### config.mk
export PLATFORM = sky130hd
export DESIGN_NAME = golomb_run_length_decoder
export DESIGN_NICKNAME = d
export VERILOG_FILES = /design/src/rtl/grld_pkg.sv /design/src/rtl/golomb_run_length_decoder.sv
export SDC_FILE = /design/constraint.sdc
export NUM_CORES = 1
export LEC_CHECK = 0
export ABC_CLOCK_PERIOD_IN_PS = 13950
export BUFFER_PORTS_ARGS = -buffer_cell sky130_fd_sc_hd__buf_2
export CAP_MARGIN = 10
export CORE_MARGIN = 2
export CORE_UTILIZATION = 33
export DETAILED_ROUTE_END_ITERATION = 7
export RECOVER_POWER = 100
export SLEW_MARGIN = 20
export SYNTH_ARGS = -nofsm -noshare
export SYNTH_HDL_FRONTEND = slang
export SYNTH_SLANG_ARGS = --single-unit
### constraint.sdc
create_clock -name clk_i -period 13.95 [get_ports clk_i]
set_clock_uncertainty 0.1 [all_clocks]
set_input_delay 0 -clock clk_i [delete_from_list [all_inputs] [get_ports clk_i]]
set_output_delay 0 -clock clk_i [all_outputs]
set_load 0.01 [all_outputs]
### src/rtl/grld_pkg.sv
// Package for the Golomb run-length decoder: register indexes, field widths,
// parameter defaults and the decoder phase type. Depends on nothing else.
`timescale 1ns / 1ps
`default_nettype none

package grld_pkg;

  localparam int DefValueWidth = 24;
  localparam int DefMaxK       = 16;

  localparam int CodeSelW  = 5;
  localparam int TotalW    = 24;
  localparam int CfgDataW  = 24;
  localparam int CfgAddrW  = 1;

  localparam logic [CfgAddrW-1:0] RegCodeSelect = 1'b0;
  localparam logic [CfgAddrW-1:0] RegTotalSum   = 1'b1;

  localparam logic [TotalW-1:0]   TotalSumReset = 24'd1;

  typedef enum logic [1:0] {
    PH_PREFIX,
    PH_SEL1,
    PH_SEL2,
    PH_REM
  } phase_e;

endpackage

`default_nettype wire

### src/rtl/golomb_run_length_decoder.sv
// Golomb run-length decoder, one coded bit per item, one module.
// Depends on grld_pkg for register indexes, widths and the phase type.
//
// Usage: coded bits enter on the input channel (in_valid_i, in_stall_o,
// stream_bit_i), one bit per item. When a bit completes a code, one item
// leaves on the output channel (out_valid_o, out_stall_i) carrying the
// decoded run length and a flag set on the value that brings the block sum
// to at least total_sum. Bits that do not complete a code yield no item.
// The item is registered and appears in the cycle after its completing bit.
// Throughput: one bit per cycle while in_stall_o is low; each bit updates the
// phase, prefix, remainder, count and offset registers, and a completed code
// the block sum, via add-and-saturate paths. The output register lets the next
// bit be taken while a result is being delivered; in_stall_o rises only while
// a result waits and the receiver stalls, and the waiting result holds steady.
// Reset clears the decode state, the block sum and the output valid, and
// sets code_select to 0 and total_sum to 1. Configuration is written with
// cfg_we_i, cfg_addr_i and cfg_wdata_i.
`timescale 1ns / 1ps
`default_nettype none

module golomb_run_length_decoder #(
  parameter int VALUE_WIDTH = grld_pkg::DefValueWidth,
  parameter int MAX_K       = grld_pkg::DefMaxK
) (
  input  wire logic                          clk_i,
  input  wire logic                          rst_ni,
  input  wire logic                          cfg_we_i,
  input  wire logic [grld_pkg::CfgAddrW-1:0] cfg_addr_i,
  input  wire logic [grld_pkg::CfgDataW-1:0] cfg_wdata_i,
  input  wire logic                          in_valid_i,
  output logic                               in_stall_o,
  input  wire logic                          stream_bit_i,
  output logic                               out_valid_o,
  input  wire logic                          out_stall_i,
  output logic [VALUE_WIDTH-1:0]             run_value_o,
  output logic                               last_run_o
);

  localparam int KW   = $clog2(MAX_K + 2);
  localparam int OffW = MAX_K + 2;
  localparam int AW   = ((VALUE_WIDTH > OffW) ? VALUE_WIDTH : OffW) + 2;
  localparam int BsW  = ((VALUE_WIDTH > grld_pkg::TotalW) ?
                         VALUE_WIDTH : grld_pkg::TotalW) + 1;
  localparam logic [AW-1:0] VMax = AW'({VALUE_WIDTH{1'b1}});

  logic [grld_pkg::CodeSelW-1:0] code_sel_q;
  logic [grld_pkg::TotalW-1:0]   total_q;

  grld_pkg::phase_e phase_q, phase_d;
  logic [VALUE_WIDTH-1:0] prefix_q, prefix_d;
  logic [MAX_K-1:0]       rem_q, rem_d;
  logic [KW-1:0]          left_q, left_d;
  logic [OffW-1:0]        off_q, off_d;
  logic [BsW-1:0]         block_q, block_d;

  logic                   out_valid_q;
  logic [VALUE_WIDTH-1:0] value_q;
  logic                   last_q;

  logic                   fire;
  logic                   emit;
  logic                   odd;
  logic [4:0]             k_raw;
  logic [KW-1:0]          k;
  logic [OffW-1:0]        m;
  logic [AW-1:0]          prefix_sum;
  logic [AW-1:0]          value_sum;
  logic [VALUE_WIDTH-1:0] value;
  logic [BsW-1:0]         block_sum;
  logic                   last;
  logic [KW-1:0]          left_dec;

  assign in_stall_o  = out_valid_q && out_stall_i;
  assign fire        = in_valid_i && !in_stall_o;
  assign out_valid_o = out_valid_q;
  assign run_value_o = value_q;
  assign last_run_o  = last_q;

  assign odd   = code_sel_q[0];
  assign k_raw = {1'b0, code_sel_q[4:1]} + {4'd0, !odd};
  assign k     = (k_raw > 5'(MAX_K)) ? KW'(MAX_K) : KW'(k_raw);
  assign m     = odd ? (OffW'(3) << k) : (OffW'(1) << k);

  assign prefix_sum = AW'(prefix_q) + AW'(m);
  assign left_dec   = (left_q == '0) ? '0 : left_q - KW'(1);

  // Next phase.
  always_comb begin
    phase_d = phase_q;
    unique case (phase_q)
      grld_pkg::PH_PREFIX: begin
        if (!stream_bit_i) begin
          if (odd) begin
            phase_d = grld_pkg::PH_SEL1;
          end else if (k != '0) begin
            phase_d = grld_pkg::PH_REM;
          end
        end
      end
      grld_pkg::PH_SEL1: begin
        if (stream_bit_i) begin
          phase_d = grld_pkg::PH_SEL2;
        end else if (k != '0) begin
          phase_d = grld_pkg::PH_REM;
        end else begin
          phase_d = grld_pkg::PH_PREFIX;
        end
      end
      grld_pkg::PH_SEL2: begin
        phase_d = (k != '0) ? grld_pkg::PH_REM : grld_pkg::PH_PREFIX;
      end
      grld_pkg::PH_REM: begin
        if (left_dec == '0) begin
          phase_d = grld_pkg::PH_PREFIX;
        end
      end
      default: phase_d = grld_pkg::PH_PREFIX;
    endcase
  end

  // Datapath and result.
  always_comb begin
    emit     = 1'b0;
    prefix_d = prefix_q;
    rem_d    = rem_q;
    left_d   = left_q;
    off_d    = off_q;
    unique case (phase_q)
      grld_pkg::PH_PREFIX: begin
        if (stream_bit_i) begin
          prefix_d = (prefix_sum > VMax) ? VMax[VALUE_WIDTH-1:0]
                                         : prefix_sum[VALUE_WIDTH-1:0];
        end else begin
          off_d = '0;
          if (!odd) begin
            if (k == '0) begin
              emit = 1'b1;
            end else begin
              rem_d  = '0;
              left_d = k;
            end
          end
        end
      end
      grld_pkg::PH_SEL1: begin
        if (!stream_bit_i) begin
          off_d = '0;
          if (k == '0) begin
            emit = 1'b1;
          end else begin
            rem_d  = '0;
            left_d = k;
          end
        end
      end
      grld_pkg::PH_SEL2: begin
        off_d = stream_bit_i ? (OffW'(1) << (k + KW'(1))) : (OffW'(1) << k);
        if (k == '0) begin
          emit = 1'b1;
        end else begin
          rem_d  = '0;
          left_d = k;
        end
      end
      grld_pkg::PH_REM: begin
        rem_d  = MAX_K'({rem_q, stream_bit_i});
        left_d = left_dec;
        emit   = (left_dec == '0);
      end
      default: emit = 1'b0;
    endcase

    value_sum = AW'(prefix_q) + AW'(off_d) + AW'(rem_d) + AW'(1);
    value     = (value_sum > VMax) ? VMax[VALUE_WIDTH-1:0]
                                   : value_sum[VALUE_WIDTH-1:0];
    block_sum = block_q + BsW'(value);
    last      = (block_sum >= BsW'(total_q));
    block_d   = last ? '0 : block_sum;

    if (emit) begin
      prefix_d = '0;
      rem_d    = '0;
      left_d   = '0;
      off_d    = '0;
    end
  end

  always_ff @(posedge clk_i or negedge rst_ni) begin
    if (!rst_ni) begin
      code_sel_q <= '0;
      total_q    <= grld_pkg::TotalSumReset;
    end else if (cfg_we_i) begin
      unique case (cfg_addr_i)
        grld_pkg::RegCodeSelect: code_sel_q <= cfg_wdata_i[grld_pkg::CodeSelW-1:0];
        grld_pkg::RegTotalSum:   total_q    <= cfg_wdata_i[grld_pkg::TotalW-1:0];
        default: ;
      endcase
    end
  end

  always_ff @(posedge clk_i or negedge rst_ni) begin
    if (!rst_ni) begin
      phase_q  <= grld_pkg::PH_PREFIX;
      prefix_q <= '0;
      rem_q    <= '0;
      left_q   <= '0;
      off_q    <= '0;
      block_q  <= '0;
    end else if (fire) begin
      phase_q  <= phase_d;
      prefix_q <= prefix_d;
      rem_q    <= rem_d;
      left_q   <= left_d;
      off_q    <= off_d;
      if (emit) begin
        block_q <= block_d;
      end
    end
  end

  always_ff @(posedge clk_i or negedge rst_ni) begin
    if (!rst_ni) begin
      out_valid_q <= 1'b0;
    end else if (fire && emit) begin
      out_valid_q <= 1'b1;
    end else if (!out_stall_i) begin
      out_valid_q <= 1'b0;
    end
  end

  always_ff @(posedge clk_i) begin
    if (fire && emit) begin
      value_q <= value;
      last_q  <= last;
    end
  end

endmodule

`default_nettype wire
## After elaboration in Yosys (flattened, before gate mapping)

Cells that the tools add are included.

- Flip-flop bits (word level): 145
- Bits of input ports: 31
- Output and inout bits: 27

- $add $sub $neg: 8
- Order comparisons: 4
- Equal/unequal tests: 10
- Shifts and indexed selects: 3
- Mux-type cells: 39
- Bitwise logic cells: 1
- Reduce and logical (&&, ||, !) cells: 19

Operator list:

| kind | count |
|---|---|
| $mux 24 | 5 |
| $mux 16 | 5 |
| $mux 18 | 4 |
| $pmux 16 s4 | 1 |
| $add 24x18->25 | 2 |
| $pmux 18 s2 | 1 |
| $shl 1x5->18 const A | 2 |
| $mux 5 | 7 |
| $add 25x16->26 | 1 |
| $add 26x1->26 const B | 1 |
| $gt 26x24->1 const B | 1 |
| $add 25x24->25 | 1 |
| $ge 25x24->1 | 1 |
| $gt 25x24->1 const B | 1 |
| $mux 25 | 1 |
| $pmux 5 s4 | 1 |
| $shl 2x5->18 const A | 1 |
| $logic_not 5->1 | 3 |
| $mux 2 | 6 |
| $ne 3x3->1 const B | 4 |
| $pmux 2 s4 | 1 |
| $reduce_and 4->1 | 2 |
| $mux 1 | 6 |
| $reduce_and 2->1 | 3 |
| 17 further kinds | 23 |

## Depth between registers and ports, before layout

- Depth after elaboration: 16
- Depth in mapped cells: 47
- Mapped depth without buffers: 43

## Worst setup path after synthesis

OpenSTA, ideal clock, no wires.

- Kind: register to register
- Start point: register code_sel_q[0] (netlist bit)
- End point: register block_q[20]
- Arrival time: 8.918 ns
- Path slack: 4.868 ns
- Cell stages (with the launch flop): 48
- Path buffers: 4
- Period minus slack after synthesis: 9.082 ns
- Path through: dfrtp_1 > buf_2 > clkinv_1 > ha_1 > ha_1 > nand3_1 > nand2_1 > inv_1 > ha_1 > o21ai_0 > o21ai_0 > a32o_1 > nor2_1 > and3_1 > a32oi_1 > o21ai_0 > a22oi_1 > fa_1 > [... 12 more ...] > ha_1 > nand3_1 > o211ai_1 > o31ai_1 > a21boi_0 > o21ba_2 > o2111a_1 > or3_1 > and2_2 > ha_1 > nand3_1 > nor4_1 > a221oi_1 > o21ai_0 > nor3b_1 > mux2i_4 > nor4b_1 > a21o_1

- Longest elaborated chain between the ends: 16
- Elaborated cells on any way between the ends: 29

Ends and longest elaborated chain:

| element | line | text |
|---|---|---|
| from (decl) | golomb_run_length_decoder.sv:46 | `logic [grld_pkg::CodeSelW-1:0] code_sel_q;` |
| from (signal assigned) | golomb_run_length_decoder.sv:194 | `grld_pkg::RegCodeSelect: code_sel_q <= cfg_wdata_i[grld_pkg::CodeSelW-1:0];` |
| $logic_not 1->1 | - |  |
| $add 4x1->5 | golomb_run_length_decoder.sv:80 | `assign k_raw = {1'b0, code_sel_q[4:1]} + {4'd0, !odd};` |
| $gt 5x5->1 | golomb_run_length_decoder.sv:81 | `assign k = (k_raw > 5'(MAX_K)) ? KW'(MAX_K) : KW'(k_raw);` |
| $mux 5 | golomb_run_length_decoder.sv:81 |  |
| $add 5x1->5 or $logic_not 5->1 (tied branches) | - |  |
| $shl 1x5->18 or $mux 16 (tied branches) | - |  |
| $mux 18 or $mux 16 (tied branches) | golomb_run_length_decoder.sv:157, golomb_run_length_decoder.sv:135 |  |
| $pmux 18 s2 or $mux 16 (tied branches) | golomb_run_length_decoder.sv:128, golomb_run_length_decoder.sv:130 |  |
| $add 24x18->25 or $pmux 16 s4 (tied branches) | golomb_run_length_decoder.sv:173, golomb_run_length_decoder.sv:128 |  |
| $add 25x16->26 (*) | golomb_run_length_decoder.sv:173 | `value_sum = AW'(prefix_q) + AW'(off_d) + AW'(rem_d) + AW'(1);` |
| $add 26x1->26 (*) | golomb_run_length_decoder.sv:173 |  |
| $gt 26x24->1 | golomb_run_length_decoder.sv:174 | `value = (value_sum > VMax) ? VMax[VALUE_WIDTH-1:0]` |
| $mux 24 (*) | golomb_run_length_decoder.sv:174 |  |
| named net value[4] | golomb_run_length_decoder.sv:68 | `logic [VALUE_WIDTH-1:0] value;` |
| $add 25x24->25 (*) | golomb_run_length_decoder.sv:176 | `block_sum = block_q + BsW'(value);` |
| $ge 25x24->1 | golomb_run_length_decoder.sv:177 | `last = (block_sum >= BsW'(total_q));` |
| $mux 25 (*) | golomb_run_length_decoder.sv:178 | `block_d = last ? '0 : block_sum;` |
| to (signal assigned) | golomb_run_length_decoder.sv:216 | `block_q <= block_d;` |
| to (decl) | golomb_run_length_decoder.sv:54 | `logic [BsW-1:0] block_q, block_d;` |

Mark *: on every way through the listed nets, which the timed path passes. The rest lies on a longest branch.
A chain may end at the register's enable or synchronous reset.

## Worst setup path after layout

- Start point: register code_sel_q[0] (netlist bit)
- End point: register block_q[23]

The elaborated chain is that of the path after synthesis.

==> flow_summary.yaml <==
timing:
  tightest_slew_ns: 4.023
  relSlewSlack: -1.682
  fmax_mhz: 84.39
  hold_violations: 0
  finalSetupTns_ns: 0
  drv_slew: 200
  finalSetupViolCount: 0
  grt_setup_unrepaired: "false"
  period_needed_ns: 11.85
  period_share: 0.8494
clock_network:
  clk_latency_ns: 0.45
  cts_resized: 0
  cts_tree: "done"
  numCtsBuffers: 17
  clk_pin_slew_ns: 0.07
  clock_sinks: 145
  root_buffer: "clkbuf_16"
  cts.htree.levels: 4
  clock_path_buffers: 2
setup_path:
  required_ns: 14.18
  crit_path_start_kind: "register"
  cp_slowest_stage_delay_ns: 1.12
  cp_max_fo: 19
  worst_ep_arrival_time_ns: 12.08
  crit_path_top_delay_cell: "xor2_1"
  cpMostUsedCell: "ha_1"
  critPathKind: "register to register"
  cp-end-kind: "register"
yosys:
  synthTopCellsByCount: "144 x nand2_1, 119 x dfrtp_1, 108 x inv_1, 108 x o21ai_0, 98 x ha_1"
  synth_xor_area_frac: 0.03536
  synth.lib_cells_used.distinct: 89
  synth_ff_type: "dfrtp_1"
  syn_avg_cell_area_um2: 8.925
  synth_area_leaders: "dfrtp_1 27%, ha_1 11%, edfxtp_1 6.8%, nand2_1 4.9%, o21ai_0 4.9%"
  yosysMostFrequentCell: "nand2_1"
  synth_edf_count: 25
  yosysSeqAreaShare: 0.3379
  synth_top_area_share: 0.2680
  synth_compound_area_frac: 0.2508
  synth.mux.area_fraction: 0.03423
  async_reset_ff_frac: 0.8276
  synth_top_family_by_area: "compound AO/OA/AOI/OAI gates"
  synth_area_um2: 11110
  netlist_instances: 1245
  ys_ff_latch: 145
  synth_fa_ha_area_frac: 0.1428
  synth_fp_nets: 1392
  yosysTopAreaCell: "dfrtp_1"
  ys_warn_count: 0
  synth-simple-area-share: 0.1417
layout:
  synthToLayoutAreaGrowth_pct: 13.29
  nets: 1451
  drive_gt1_frac: 0.08732
  fill_cells: 3414
  diodes: 0
floorplanning:
  dieWidth_um: 187.5
  initial_core_util: 0.3330
  core_area_um2: 33360
  ios: 58
  die-area_um2: 35160
  die_height_um: 187.5
  rows: 67
power_and_ir_drop:
  seqPwrFrac: 0.212
  switching_share: 0.4876
  p_per_area_nw_per_um2: 243.0
  p_int_mw: 1.567
  leakagePower_nw: 5.818
  p_sw_mw: 1.491
  p_clk_frac: 0.163
  finalPower_mw: 3.059
  vdd_drop_max_mv: 0.1500
  combPwrFrac: 0.625
grt:
  overflow: 0
  grt_pass1_vias: 9192
  antenna_found_initial: 0
  grt_max_degree: 72
  grt_pass1_wl_um: 49940
  grt_util_all_layers: 0.1788
hold_path:
  hold_path_class: "input pin to register"
detailed_routing:
  vias_per_cell: 5.461
  dr.first_iter.drc_count: 844
  ant_nets: 0
  vias: 9638
  drt_pass1_iterations: 7
  routedWlPerCell_um: 17.78
  drt-total-wl_um: 31380
  drc: 0
place:
  place_congestion: 0.8723
  dp_hpwl_um: 23390
  port_buffers: 57
flow_run:
  drv_cap: 6
run_status:
  violations: "capacitance limit, slew limit"
  status: "complete, but fails checks"
==> final timing paths <==
kind,start,endpoint,slack (ns),depth (start not counted)
min,in_valid_i,off_q[6]$_DFFE_PN0P_,0.04,5
min reg2reg,rem_q[15]$_DFFE_PN0P_,rem_q[15]$_DFFE_PN0P_,0.39,2
max in group asynchronous,rst_ni,rem_q[9]$_DFFE_PN0P_,7.79,3
min in group asynchronous,rst_ni,rem_q[3]$_DFFE_PN0P_,0.99,2
max reg2reg,code_sel_q[0]$_DFFE_PN0P_,block_q[23]$_DFFE_PN0P_,2.10,39
max,code_sel_q[0]$_DFFE_PN0P_,block_q[23]$_DFFE_PN0P_,2.10,39
==> power by group through the flow <==
stage          combinational (mW)  clock, mW  sequential, mW
2_1_floorplan                1.39          0           0.632
5_1_grt                      2.13      0.520           0.664
4_1_cts                      1.91      0.506           0.648
6_report                     1.91      0.498           0.650
3_3_place_gp                 1.87          0           0.654
3_5_place_dp                 1.89          0           0.655
==> layout by cell type (no fill, tap or decap), types with 19 or more instances in the layout <==
master / count
edfxtp_1: 25
o21ai_0: 110
inv_1: 111
a21o_1: 28
ha_1: 98
a21oi_1: 78
nand2_1: 145
xnor2_1: 28
dfrtp_1: 119
mux2_2: 29
nor2_1: 63
nor3_1: 19
a22oi_1: 26
buf_2: 29
clkbuf_1: 29
dlygate4sd3_1: 27
==> critical path: cells and delay by family (launching register included) <==
| family | cells | cell delay (ns) |
|---|---|---|
| compound gates | 14 | 3.30 |
| xor+xnor | 2 | 1.32 |
| fa+ha+maj | 7 | 2.30 |
| buf+inv | 6 | 1.36 |
| flops | 1 | 0.50 |
| mux | 1 | 0.50 |
| simple gates | 9 | 2.33 |
==> state kept, by name (all words and copies together), names as in the netlist, 2 cells and up <==
name	cells
run_value_o	24
off_q	18
prefix_q	24
left_q	5
code_sel_q	5
total_q	24
block_q	25
rem_q	16
phase_q	2
==> cell families (layout without fill, tap and decap cells) <==
logic type | after synthesis | after routing
AOI/OAI and AO/OA | 412 | 412
xor gates and xnor gates | 44 | 44
adders and majority gates | 116 | 116
and+or+nand+nor | 333 | 333
DFF | 145 | 145
muxes | 33 | 33
buffers and inverters | 162 | 234
==> metal layers <==
layer,vias to the layer above,part of all wire,GRT usage,wire length [µm]
met3,45,0.045,0.02396,1408
li1,4637,-,-,-
met5,-,0,0,0
met1,4699,0.47,0.2485,14820
met2,257,0.46,0.2861,14430
met4,0,0.023,0.06299,718
==> what timing repair did <==
| item | CTS | global route |
|---|---|---|
| hold buffers | 27 | 0 |
| hold endpoints to repair | 79 | 0 |
| buffers inserted | 0 | 0 |
==> stage by stage <==
step,hold slack (ns),instance area [µm²],util,std cells,worst slack [ns]
after floorplan,-0.3956,11110,-,1245,4.868
after global placement,0.0008230,11790,0.3533,1706,3.502
after detailed placement,0.004407,11790,0.3533,1706,3.122
after CTS,0.03591,12680,0.3802,1765,3.092
after global routing,0.05875,12590,0.3773,1765,1.122
final,0.03566,12590,0.3773,1765,2.101
==> cell type report <==
cell class / instances / area (µm²) / share of cell area
Timing Repair Buffer: 89 / 554.3 / 0.04403
Tap cell: 448 / 560.5 / 0.04453
Inverter: 113 / 424.2 / 0.03369
Clock buffer: 19 / 452.9 / 0.03598
Sequential cell: 145 / 3755 / 0.2983
Clock inverter: 13 / 173.9 / 0.01382
Multi-Input combinational cell: 938 / 6668 / 0.5297
Note: power is estimated with default switching activity, not from simulation.
